`src/rtl/bracket_tree_arity_checker_unit_defines.svh`:
```
// Assertion macros shared by the bracket tree arity checker RTL.
// Included by the modules that carry concurrent assertions.
`ifndef BRACKET_TREE_ARITY_CHECKER_UNIT_DEFINES_SVH
`define BRACKET_TREE_ARITY_CHECKER_UNIT_DEFINES_SVH

// Same-cycle implication, disabled during reset.
`define BTAC_ASSERT_IMP(lbl, clk, rst_n, ante, cons) \
    lbl: assert property (@(posedge clk) disable iff (!rst_n) (ante) |-> (cons)) \
        else $error("%m: implication check failed");

// Next-cycle implication, disabled during reset.
`define BTAC_ASSERT_NXT(lbl, clk, rst_n, ante, cons) \
    lbl: assert property (@(posedge clk) disable iff (!rst_n) (ante) |=> (cons)) \
        else $error("%m: next-cycle check failed");

`endif

```
`src/rtl/btac_pkg.sv`:
```
// Package for the bracket tree arity checker: types, character codes, status codes.
// No dependencies.
`default_nettype none

package btac_pkg;

    localparam logic [7:0] CH_SPACE   = 8'h20;
    localparam logic [7:0] CH_NEWLINE = 8'h0A;
    localparam logic [7:0] CH_OPEN    = 8'h28;
    localparam logic [7:0] CH_CLOSE   = 8'h29;
    localparam logic [7:0] CH_UPPER_A = 8'h41;
    localparam logic [7:0] CH_UPPER_Z = 8'h5A;
    localparam logic [7:0] CH_LOWER_A = 8'h61;
    localparam logic [7:0] CH_LOWER_Z = 8'h7A;

    localparam logic [1:0] ST_BINARY     = 2'd0;
    localparam logic [1:0] ST_NOT_BINARY = 2'd1;
    localparam logic [1:0] ST_MALFORMED  = 2'd2;

    localparam logic [1:0] COUNT_MAX    = 2'd3;
    localparam logic [1:0] BINARY_LIMIT = 2'd2;

    typedef logic [1:0] count_t;

    typedef struct packed {
        logic push;
        logic pop;
        logic inc;
    } cell_op_t;

    typedef struct packed {
        logic       valid;
        logic [1:0] status;
    } result_t;

endpackage

`default_nettype wire

```
`src/rtl/btac_cell.sv`:
```
// Letter-count stack cell: holds one count, shifts on push and pop, counts up on inc.
// Depends on btac_pkg.
`default_nettype none

module btac_cell
    import btac_pkg::*;
(
    input  wire           clk,
    input  wire cell_op_t op,
    input  wire count_t   prev_count,
    input  wire count_t   next_count,
    output count_t        count
);

    count_t count_reg;

    always_ff @(posedge clk)
    begin
        if (op.push)
        begin
            count_reg <= prev_count;
        end
        else if (op.pop)
        begin
            count_reg <= next_count;
        end
        else if (op.inc)
        begin
            count_reg <= (count_reg == COUNT_MAX) ? COUNT_MAX : count_reg + 2'd1;
        end
    end

    assign count = count_reg;

endmodule

`default_nettype wire

```
`src/rtl/btac_ctrl.sv`:
```
// Byte decoder with stack level and flags; issues cell operations and the end status.
// Depends on btac_pkg and the assertion macro header.
`default_nettype none
`include "bracket_tree_arity_checker_unit_defines.svh"

module btac_ctrl
    import btac_pkg::*;
#(
    parameter int STACK_DEPTH = 64
)
(
    input  wire         clk,
    input  wire         rst_n,
    input  wire         accept,
    input  wire [7:0]   symbol,
    input  wire         has_symbol,
    input  wire         last,
    input  wire count_t top_count,
    output cell_op_t    op,
    output result_t     result
);

    localparam int LVL_W = $clog2(STACK_DEPTH + 1);
    localparam logic [LVL_W-1:0] LVL_FULL = LVL_W'(STACK_DEPTH);

    logic [LVL_W-1:0] level_reg, level_next;
    logic             err_reg, err_next;
    logic             nb_reg, nb_next;
    logic             any_reg, any_next;

    logic is_blank, is_letter;

    assign is_blank  = (symbol == CH_SPACE) || (symbol == CH_NEWLINE);
    assign is_letter = ((symbol >= CH_UPPER_A) && (symbol <= CH_UPPER_Z)) ||
                       ((symbol >= CH_LOWER_A) && (symbol <= CH_LOWER_Z));

    always_comb
    begin
        op            = '0;
        result        = '0;
        result.status = ST_BINARY;
        level_next    = level_reg;
        err_next      = err_reg;
        nb_next       = nb_reg;
        any_next      = any_reg;
        if (accept)
        begin
            if (has_symbol && !is_blank)
            begin
                any_next = 1'b1;
                if (!err_reg)
                begin
                    if (symbol == CH_OPEN)
                    begin
                        if (level_reg == LVL_FULL)
                        begin
                            err_next = 1'b1;
                        end
                        else
                        begin
                            op.push    = 1'b1;
                            level_next = level_reg + 1'b1;
                        end
                    end
                    else if (symbol == CH_CLOSE)
                    begin
                        if (level_reg == '0)
                        begin
                            err_next = 1'b1;
                        end
                        else
                        begin
                            op.pop     = 1'b1;
                            level_next = level_reg - 1'b1;
                        end
                    end
                    else if (is_letter)
                    begin
                        if (level_reg == '0)
                        begin
                            err_next = 1'b1;
                        end
                        else
                        begin
                            op.inc = 1'b1;
                            if (top_count >= BINARY_LIMIT)
                            begin
                                nb_next = 1'b1;
                            end
                        end
                    end
                    else
                    begin
                        err_next = 1'b1;
                    end
                end
            end
            if (last)
            begin
                result.valid = 1'b1;
                if (err_next || !any_next || (level_next != '0))
                begin
                    result.status = ST_MALFORMED;
                end
                else if (nb_next)
                begin
                    result.status = ST_NOT_BINARY;
                end
                else
                begin
                    result.status = ST_BINARY;
                end
                level_next = '0;
                err_next   = 1'b0;
                nb_next    = 1'b0;
                any_next   = 1'b0;
            end
        end
    end

    always_ff @(posedge clk or negedge rst_n)
    begin
        if (!rst_n)
        begin
            level_reg <= '0;
            err_reg   <= 1'b0;
            nb_reg    <= 1'b0;
            any_reg   <= 1'b0;
        end
        else
        begin
            level_reg <= level_next;
            err_reg   <= err_next;
            nb_reg    <= nb_next;
            any_reg   <= any_next;
        end
    end

    `BTAC_ASSERT_IMP(a_one_op, clk, rst_n, 1'b1, $onehot0({op.push, op.pop, op.inc}))
    `BTAC_ASSERT_IMP(a_level_range, clk, rst_n, 1'b1, level_reg <= LVL_FULL)
    `BTAC_ASSERT_IMP(a_inc_nonempty, clk, rst_n, op.inc || op.pop, level_reg != '0)
    `BTAC_ASSERT_NXT(a_end_clears, clk, rst_n, accept && last,
                     (level_reg == '0) && !err_reg && !nb_reg && !any_reg)

endmodule

`default_nettype wire

```
`src/rtl/bracket_tree_arity_checker_unit.sv`:
```
// Top level of the bracket tree arity checker: cell chain, control and output buffer.
// Depends on btac_pkg, btac_cell, btac_ctrl and the assertion macro header.
//
//   channel | signals                              | direction
//   input   | in_valid, in_ready, symbol,          | in
//           | has_symbol, last                     |
//   output  | out_valid, out_ready, status         | out
//
// One byte per cycle while in_ready is high; each accepted byte updates the stack.
// A final status is registered as output, or in the skid while the output is held.
// A two-entry output buffer keeps input flowing while one status waits to be taken.
// Reset clears level, flags and buffer at once; the cell chain needs no clearing.
`default_nettype none
`include "bracket_tree_arity_checker_unit_defines.svh"

module bracket_tree_arity_checker_unit
    import btac_pkg::*;
#(
    parameter int STACK_DEPTH = 64
)
(
    input  wire       clk,
    input  wire       rst_n,
    input  wire       in_valid,
    output logic      in_ready,
    input  wire [7:0] symbol,
    input  wire       has_symbol,
    input  wire       last,
    output logic      out_valid,
    input  wire       out_ready,
    output logic [1:0] status
);

    logic     accept;
    cell_op_t op;
    result_t  result;
    count_t   counts [STACK_DEPTH];
    cell_op_t cell_ops [STACK_DEPTH];

    logic       out_valid_reg, skid_valid_reg;
    logic [1:0] out_status_reg, skid_status_reg;
    logic       drain;

    assign in_ready = !skid_valid_reg;
    assign accept   = in_valid && in_ready;

    btac_ctrl #(
        .STACK_DEPTH (STACK_DEPTH)
    ) u_ctrl (
        .clk        (clk),
        .rst_n      (rst_n),
        .accept     (accept),
        .symbol     (symbol),
        .has_symbol (has_symbol),
        .last       (last),
        .top_count  (counts[0]),
        .op         (op),
        .result     (result)
    );

    for (genvar i = 0; i < STACK_DEPTH; i++)
    begin : g_cell
        count_t prev_c, next_c;

        always_comb
        begin
            cell_ops[i]      = op;
            cell_ops[i].inc  = (i == 0) ? op.inc : 1'b0;
        end

        if (i == 0)
        begin : g_first
            assign prev_c = '0;
        end
        else
        begin : g_mid
            assign prev_c = counts[i-1];
        end

        if (i == STACK_DEPTH - 1)
        begin : g_end
            assign next_c = counts[i];
        end
        else
        begin : g_inner
            assign next_c = counts[i+1];
        end

        btac_cell u_cell (
            .clk        (clk),
            .op         (cell_ops[i]),
            .prev_count (prev_c),
            .next_count (next_c),
            .count      (counts[i])
        );
    end

    assign drain = out_valid_reg && out_ready;

    always_ff @(posedge clk or negedge rst_n)
    begin
        if (!rst_n)
        begin
            out_valid_reg  <= 1'b0;
            skid_valid_reg <= 1'b0;
        end
        else if (skid_valid_reg)
        begin
            if (drain)
            begin
                skid_valid_reg <= 1'b0;
            end
        end
        else if (result.valid)
        begin
            if (out_valid_reg && !drain)
            begin
                skid_valid_reg <= 1'b1;
            end
            else
            begin
                out_valid_reg <= 1'b1;
            end
        end
        else if (drain)
        begin
            out_valid_reg <= 1'b0;
        end
    end

    always_ff @(posedge clk)
    begin
        if (skid_valid_reg)
        begin
            if (drain)
            begin
                out_status_reg <= skid_status_reg;
            end
        end
        else if (result.valid)
        begin
            if (out_valid_reg && !drain)
            begin
                skid_status_reg <= result.status;
            end
            else
            begin
                out_status_reg <= result.status;
            end
        end
    end

    assign out_valid = out_valid_reg;
    assign status    = out_status_reg;

    `BTAC_ASSERT_IMP(a_skid_behind_out, clk, rst_n, skid_valid_reg, out_valid_reg)
    `BTAC_ASSERT_NXT(a_stall_fills_skid, clk, rst_n,
                     result.valid && out_valid_reg && !out_ready, skid_valid_reg)
    `BTAC_ASSERT_NXT(a_result_shown, clk, rst_n, result.valid, out_valid_reg)

endmodule

`default_nettype wire

```
`config.mk`:
```
export PLATFORM = sky130hd
export DESIGN_NAME = bracket_tree_arity_checker_unit
export DESIGN_NICKNAME = d
export VERILOG_FILES = /design/src/rtl/btac_pkg.sv /design/src/rtl/btac_cell.sv /design/src/rtl/btac_ctrl.sv /design/src/rtl/bracket_tree_arity_checker_unit.sv
export VERILOG_INCLUDE_DIRS = /design/src /design/src/rtl
export SDC_FILE = /design/constraint.sdc
export NUM_CORES = 1
export LEC_CHECK = 0
export ABC_AREA = 0
export BUFFER_PORTS_ARGS = -buffer_cell sky130_fd_sc_hd__buf_2
export CAP_MARGIN = 10
export CELL_PAD_IN_SITES_DETAIL_PLACEMENT = 1
export CELL_PAD_IN_SITES_GLOBAL_PLACEMENT = 1
export CORE_ASPECT_RATIO = 2
export CORE_MARGIN = 2
export CORE_UTILIZATION = 45
export DETAILED_ROUTE_END_ITERATION = 8
export GPL_ROUTABILITY_DRIVEN = 0
export GPL_TIMING_DRIVEN = 0
export HOLD_SLACK_MARGIN = 0.08
export PLACE_DENSITY_LB_ADDON = 0.1
export SYNTH_ARGS = -nofsm -noshare
export SYNTH_HDL_FRONTEND = slang
export SYNTH_SLANG_ARGS = --single-unit
```
`constraint.sdc`:
```
create_clock -name clk -period 15.5 [get_ports clk]
set_input_delay 0 -clock clk [delete_from_list [all_inputs] [get_ports clk]]
set_output_delay 0 -clock clk [all_outputs]
set_load 0.02 [all_outputs]
```
Yosys cells after proc, flatten, opt, wreduce, memory -nomap -nowiden
Index checks and enable logic that the tools add are counted.

Flip-flop bits (word level): 144. Input port bits: 14. Word-level logic and storage cells: 294.

Add/sub/neg operators: 3. Magnitude comparators: 5. Equality and inequality tests: 9. Muxes and demuxes: 181. Bitwise operators: 1. Reductions and logical operators: 23.

Operator list (number): two-way mux 2 bit (133); two-way mux 7 bit (8); two-way mux 1 bit (35); equality test 8 x 6 -> 1 bit (second input constant) (3); >= comparator 8 x 7 -> 1 bit (second input constant) (2); less-or-equal comparator 8 x 7 -> 1 bit (second input constant) (2); two-way mux 3 bit (5); AND reduction 3 bit (3); equality test 8 x 4 -> 1 bit (second input constant) (1); nonzero test 2 bit (4); adder 7 x 1 -> 7 bit (second input constant) (1); equality test 7 bit (second input constant) (1); logical NOT 7 bit (1); nonzero test 7 bit (1); subtractor 7 x 1 -> 7 bit (second input constant) (1); logical AND 1 bit (6); logical NOT 1 bit (4); logical OR 1 bit (4); inequality test 2 bit (second input constant) (2); adder 2 x 1 -> 2 bit (second input constant) (1); equality test 2 bit (second input constant) (1); >= comparator 2 bit (second input constant) (1); inequality test 2 x 1 -> 1 bit (second input constant) (1); NOT 1 bit (1).

Logic depth before layout (Yosys ltp)
Depth in word-level cells: 17. Gate-level depth with buffers: 12. Depth with buffers taken out: 10.

By module
Synthesis repeated with hierarchy kept, for this count alone.

Cells, all modules: 852. Area, all modules: 8615.8 um^2.

By module, submodules not included: btac_cell (times used 64, cells each 11, area each 113.9 um^2); btac_ctrl (times used 1, cells each 127, area each 1036.0 um^2); bracket_tree_arity_checker_unit (times used 1, cells each 21, area each 292.8 um^2).

Least setup slack after synthesis
Ideal clock, no wire load.

Path kind: reg2reg. From: register u_ctrl.level_reg[0]. To: register g_cell[10].u_cell.count_reg[0] (enable). Library setup time: 0.609 ns. Arrival: 6.424 ns. Data required time: 14.891 ns. Path slack: 8.468 ns. Cell stages (with the launch flop): 8. Clock period less this slack: 7.032 ns. Cell sequence: dfrtp_1 -> clkbuf_1 -> inv_1 -> ha_1 -> or4b_4 -> nor3_1 -> nand2b_1 -> nor2_1.

Cells in the longest elaborated chain, start to end: 8. Elaborated cells between the ends (all ways): 11.

Ends and longest elaborated chain: start: declaration (RTL line btac_ctrl.sv:26) `logic [LVL_W-1:0] level_reg, level_next;`; start signal: assignment (RTL line btac_ctrl.sv:132) `level_reg <= level_next;`; logical NOT 7 bit (RTL line btac_ctrl.sv:67) `if (level_reg == '0)`; two-way mux 1 bit (RTL line btac_ctrl.sv:67); two-way mux 1 bit (RTL line btac_ctrl.sv:65) `else if (symbol == CH_CLOSE)`; two-way mux 2 bit (RTL line btac_ctrl.sv:53) `if (symbol == CH_OPEN)`; two-way mux 3 bit (*) (RTL line btac_ctrl.sv:51) `if (!err_reg)`; two-way mux 3 bit (*) (RTL line btac_ctrl.sv:48) `if (has_symbol && !is_blank)`; two-way mux 3 bit (*) (RTL line btac_ctrl.sv:46) `if (accept)`; nonzero test 2 bit (no line) (*); end signal: assignment (RTL line btac_cell.sv:21) `count_reg <= prev_count;`; end signal: assignment (RTL line btac_cell.sv:25) `count_reg <= next_count;`; end signal: assignment (RTL line btac_cell.sv:29) `count_reg <= (count_reg == COUNT_MAX) ? COUNT_MAX : count_reg + 2'd1;`; end: declaration (RTL line btac_cell.sv:15) `count_t count_reg;`.

Mark *: on every way between the ends. The rest lies on a longest branch, timed or not. A chain may end at the register's enable or synchronous reset.

Final worst setup path
From: register u_ctrl.level_reg[0]. To: register g_cell[29].u_cell.count_reg[0] (data pin).

Cells in the longest elaborated chain, start to end: 7.

Ends and longest elaborated chain: equality test 7 bit (RTL line btac_ctrl.sv:55) `if (level_reg == LVL_FULL)`; two-way mux 1 bit (RTL line btac_ctrl.sv:55); two-way mux 1 bit (RTL line btac_ctrl.sv:53); two-way mux 3 bit (RTL line btac_ctrl.sv:51); two-way mux 3 bit (RTL line btac_ctrl.sv:48); two-way mux 3 bit (RTL line btac_ctrl.sv:46); two-way mux 2 bit (RTL line btac_cell.sv:19) `if (op.push)`; end signal: assignment (RTL line btac_cell.sv:21); end signal: assignment (RTL line btac_cell.sv:25); end signal: assignment (RTL line btac_cell.sv:29); end: declaration (RTL line btac_cell.sv:15).

Every way passes these cells.

==> flow_summary.yaml <==
worst_setup_path:
  reg2reg_to: "g_cell[29].u_cell.count[0]"
  crit_fanout: 10
  rr_startpoint: "u_ctrl.level_reg[0]"
  r2r_slack_ps: 11620
  slowest_stage: "nor3_2"
  arrival_ps: 4170
  cpPeakStageDelay_ps: 460
  critPathBufInv: 5
  cp-start-kind: "register"
  path_cells: "clkbuf_1, inv_1, ha_1, or4b_4, nor3b_2, nor3_2, nand2_1, inv_2, clkbuf_1, clkbuf_1, nand2_1, nand2_1"
  end_kind: "register"
  worstPathRequired_ps: 15790
  ff2ff_path_depth: 12
  crit_family: "buffers and inverters"
  worstSetupPathType: "reg -> reg"
sta:
  period_share: 0.251
  setup_slack_ps: 11620
  drv_slew: 0
  setup_violations: 0
  fin_crit_ps: 3880
  max-slew-margin-rel: 0.530
  rsz0062_at_grt: "no"
  setup-tns-final_ps: 0
  hold_viol: 0
  finClkSkew_ps: 10.9
  max_slew.worst_pin.slew_ps: 696
  fmax_ghz: 0.257
finish:
  n_antenna_cell: 0
  area.growth.synth_to_final_pct: 15.6
  regArea_um2: 4240
  num-nets-final: 751
  drive_gt1_frac: 0.0857
  stdcell_area_um2: 7670
  largest_reg_flops: 128
  fillerInstances: 1645
  multi_input_area_um2: 2230
grt:
  grt_pass1_vias: 5511
  overflow: 0
  antenna_found_initial: 0
  grt_pass1_wl_um: 26700
  grt_max_degree: 34
  grt_use_total: 0.214
die:
  die_h_um: 176
  ios: 18
  dieArea_um2: 15800
  core_um2: 14400
  die_width_um: 89.9
  initial_utilization: 0.460
  row_count: 62
power_and_ir_drop:
  p_sw_w: 0.000198
  pwr-share-clk: 0.445
  cell_internal_pwr_w: 0.000662
  finalPower_w: 0.000860
  combPwrFrac: 0.050
  ir_worst_vdd_mv: 0.0824
  seq_power_share: 0.504
  leakage_nw: 3.12
  swShare: 0.230
  powerDensity_nw_per_um2: 112
status:
  status: "completed"
synth:
  synth_edf_count: 130
  syn_nets: 705
  synth_warnings: 0
  yosysTopAreaCell: "edfxtp_1"
  synth_ff_type: "edfxtp_1"
  synth-seq-cells: 144
  synth_cell_type_count: 53
  synth_commonest_cells: "nand2_1 (388), edfxtp_1 (130), clkbuf_1 (29)"
  async_flop_share: 0.0833
  yosysMostFrequentCell: "nand2_1"
  synth_top_cell_area_share: 0.588
  synth_area_per_cell_um2: 9.64
  yosys-top-cells-area: "edfxtp_1 (59%), nand2_1 (22%), dfrtp_1 (4.5%), clkbuf_1 (1.6%), o21ai_0 (1.1%)"
  syn_area_um2: 6640
  seq_area_frac_synth: 0.639
  synthCells: 689
hold_path:
  holdPathEnd: "g_cell[0].u_cell.count[1]"
  min_from: "symbol[7]"
  hold_path_depth: 5
  hold_path.class: "in -> reg"
clock_tree:
  cts.sinks: 144
  holdBufCountCts: 7
  cts-buffers-inserted: 17
  cts_setup_buffers: 0
  clk_latency_ps: 420
  root_buffer: "clkbuf_16"
  clk_pin_slew_ps: 70
  cts_resized: 0
  tritoncts: "yes"
  h-tree-depth: 4
  cts.path.max_buffers: 2
run:
  cap_violations: 0
routing:
  wire_per_inst_um: 16.8
  drtPass1Iterations: 4
  antenna_left: 0
  wl_um: 15800
  drt_iter0_drc: 141
  vias_per_cell: 5.26
  via_count: 4939
  drc: 0
place:
  placed_area_um2: 7050
  dp_hpwl_um: 11300
  port_buffers: 16
  dp_slack_ps: 11620
worst register-to-register path: cells and delay by family, from the launching register on:
family	cells	cell delay (ps)
adder cells (fa/ha/maj)	1	280
AND/OR/NAND/NOR	6	1530
buffers and inverters	5	1570
flip-flops	1	370
worst max path at each step:
stage          slack (ps)                    endpoint  depth (start not counted)                start
3_5_place_dp        11620  g_cell[29].u_cell.count[0]                         12  u_ctrl.level_reg[0]
6_report            11620  g_cell[29].u_cell.count[0]                         12  u_ctrl.level_reg[0]
4_1_cts             11580  g_cell[29].u_cell.count[0]                         12  u_ctrl.level_reg[0]
3_3_place_gp         6070  g_cell[28].u_cell.count[1]                          7  u_ctrl.level_reg[0]
5_1_grt             11350  g_cell[29].u_cell.count[0]                         12  u_ctrl.level_reg[0]
2_1_floorplan        8470  g_cell[10].u_cell.count[0]                          7  u_ctrl.level_reg[0]
cell families after synthesis:
group,Yosys count,share of synthesized area
muxes,2,0.00302
and+or+nand+nor,449,0.279
DFF,144,0.639
buffers and inverters,42,0.0262
AOI/OAI and AO/OA,48,0.0462
xor gates and xnor gates,2,0.00264
adders and majority gates,2,0.00377
power by group through the flow:
stage	clock, W	sequential [W]	combinational, W
floorplan	0	0.000443	0.0000236
global placement	0	0.000442	0.0000389
detailed placement	0	0.000442	0.0000408
CTS	0.000392	0.000434	0.0000439
global route	0.000406	0.000435	0.0000481
finish	0.000383	0.000434	0.0000432
layout make-up:
type | instances | area share
plain buffers | 33 | 0.0183
repair buffers | 27 | 0.0310
multi-input cells | 503 | 0.290
flip-flops and latches | 144 | 0.553
inverters | 9 | 0.00440
well taps | 192 | 0.0313
clock buffers | 19 | 0.0564
clock inverters | 12 | 0.0152
routing by layer:
layer / wire length [um] / part of all wire / global-route usage / up-vias
met1: 5880 / 0.37 / 0.211 / 2452
met3: 243 / 0.015 / 0.0390 / 38
li1: - / - / - / 2392
met5: 0 / 0 / 0 / -
met4: 621 / 0.039 / 0.103 / 0
met2: 9020 / 0.57 / 0.423 / 57
metrics by stage:
step / std cells / hold slack (ps) / util
detailed placement: 901 / -101 / 0.489
global route: 939 / 171 / 0.532
finish: 939 / 130 / 0.532
CTS: 939 / 137 / 0.532
floorplan: 689 / -296 / -
global placement: 897 / -106 / 0.482
layout by cell type (no fill, tap or decap), types with 3 or more instances in the layout:
master | netlist | routed
edfxtp_1 | 130 | 130
buf_2 | 1 | 17
nor2_1 | 14 | 13
nor4_1 | 3 | 3
a22oi_1 | 3 | 3
a21oi_1 | 12 | 12
dlygate4sd3_1 | 0 | 7
clkbuf_1 | 29 | 31
nand3_1 | 4 | 4
and3_1 | 3 | 3
nor3_1 | 7 | 7
and3b_1 | 3 | 3
buf_12 | 0 | 3
clkbuf_16 | 0 | 17
nand2_1 | 388 | 388
clkinvlp_4 | 0 | 5
inv_1 | 8 | 8
dfrtp_1 | 12 | 12
a22o_1 | 3 | 3
o21ai_0 | 14 | 14
nand2b_1 | 4 | 4
nor4b_1 | 3 | 3
clkinv_4 | 0 | 5
Power figures use the tool's default switching activity.
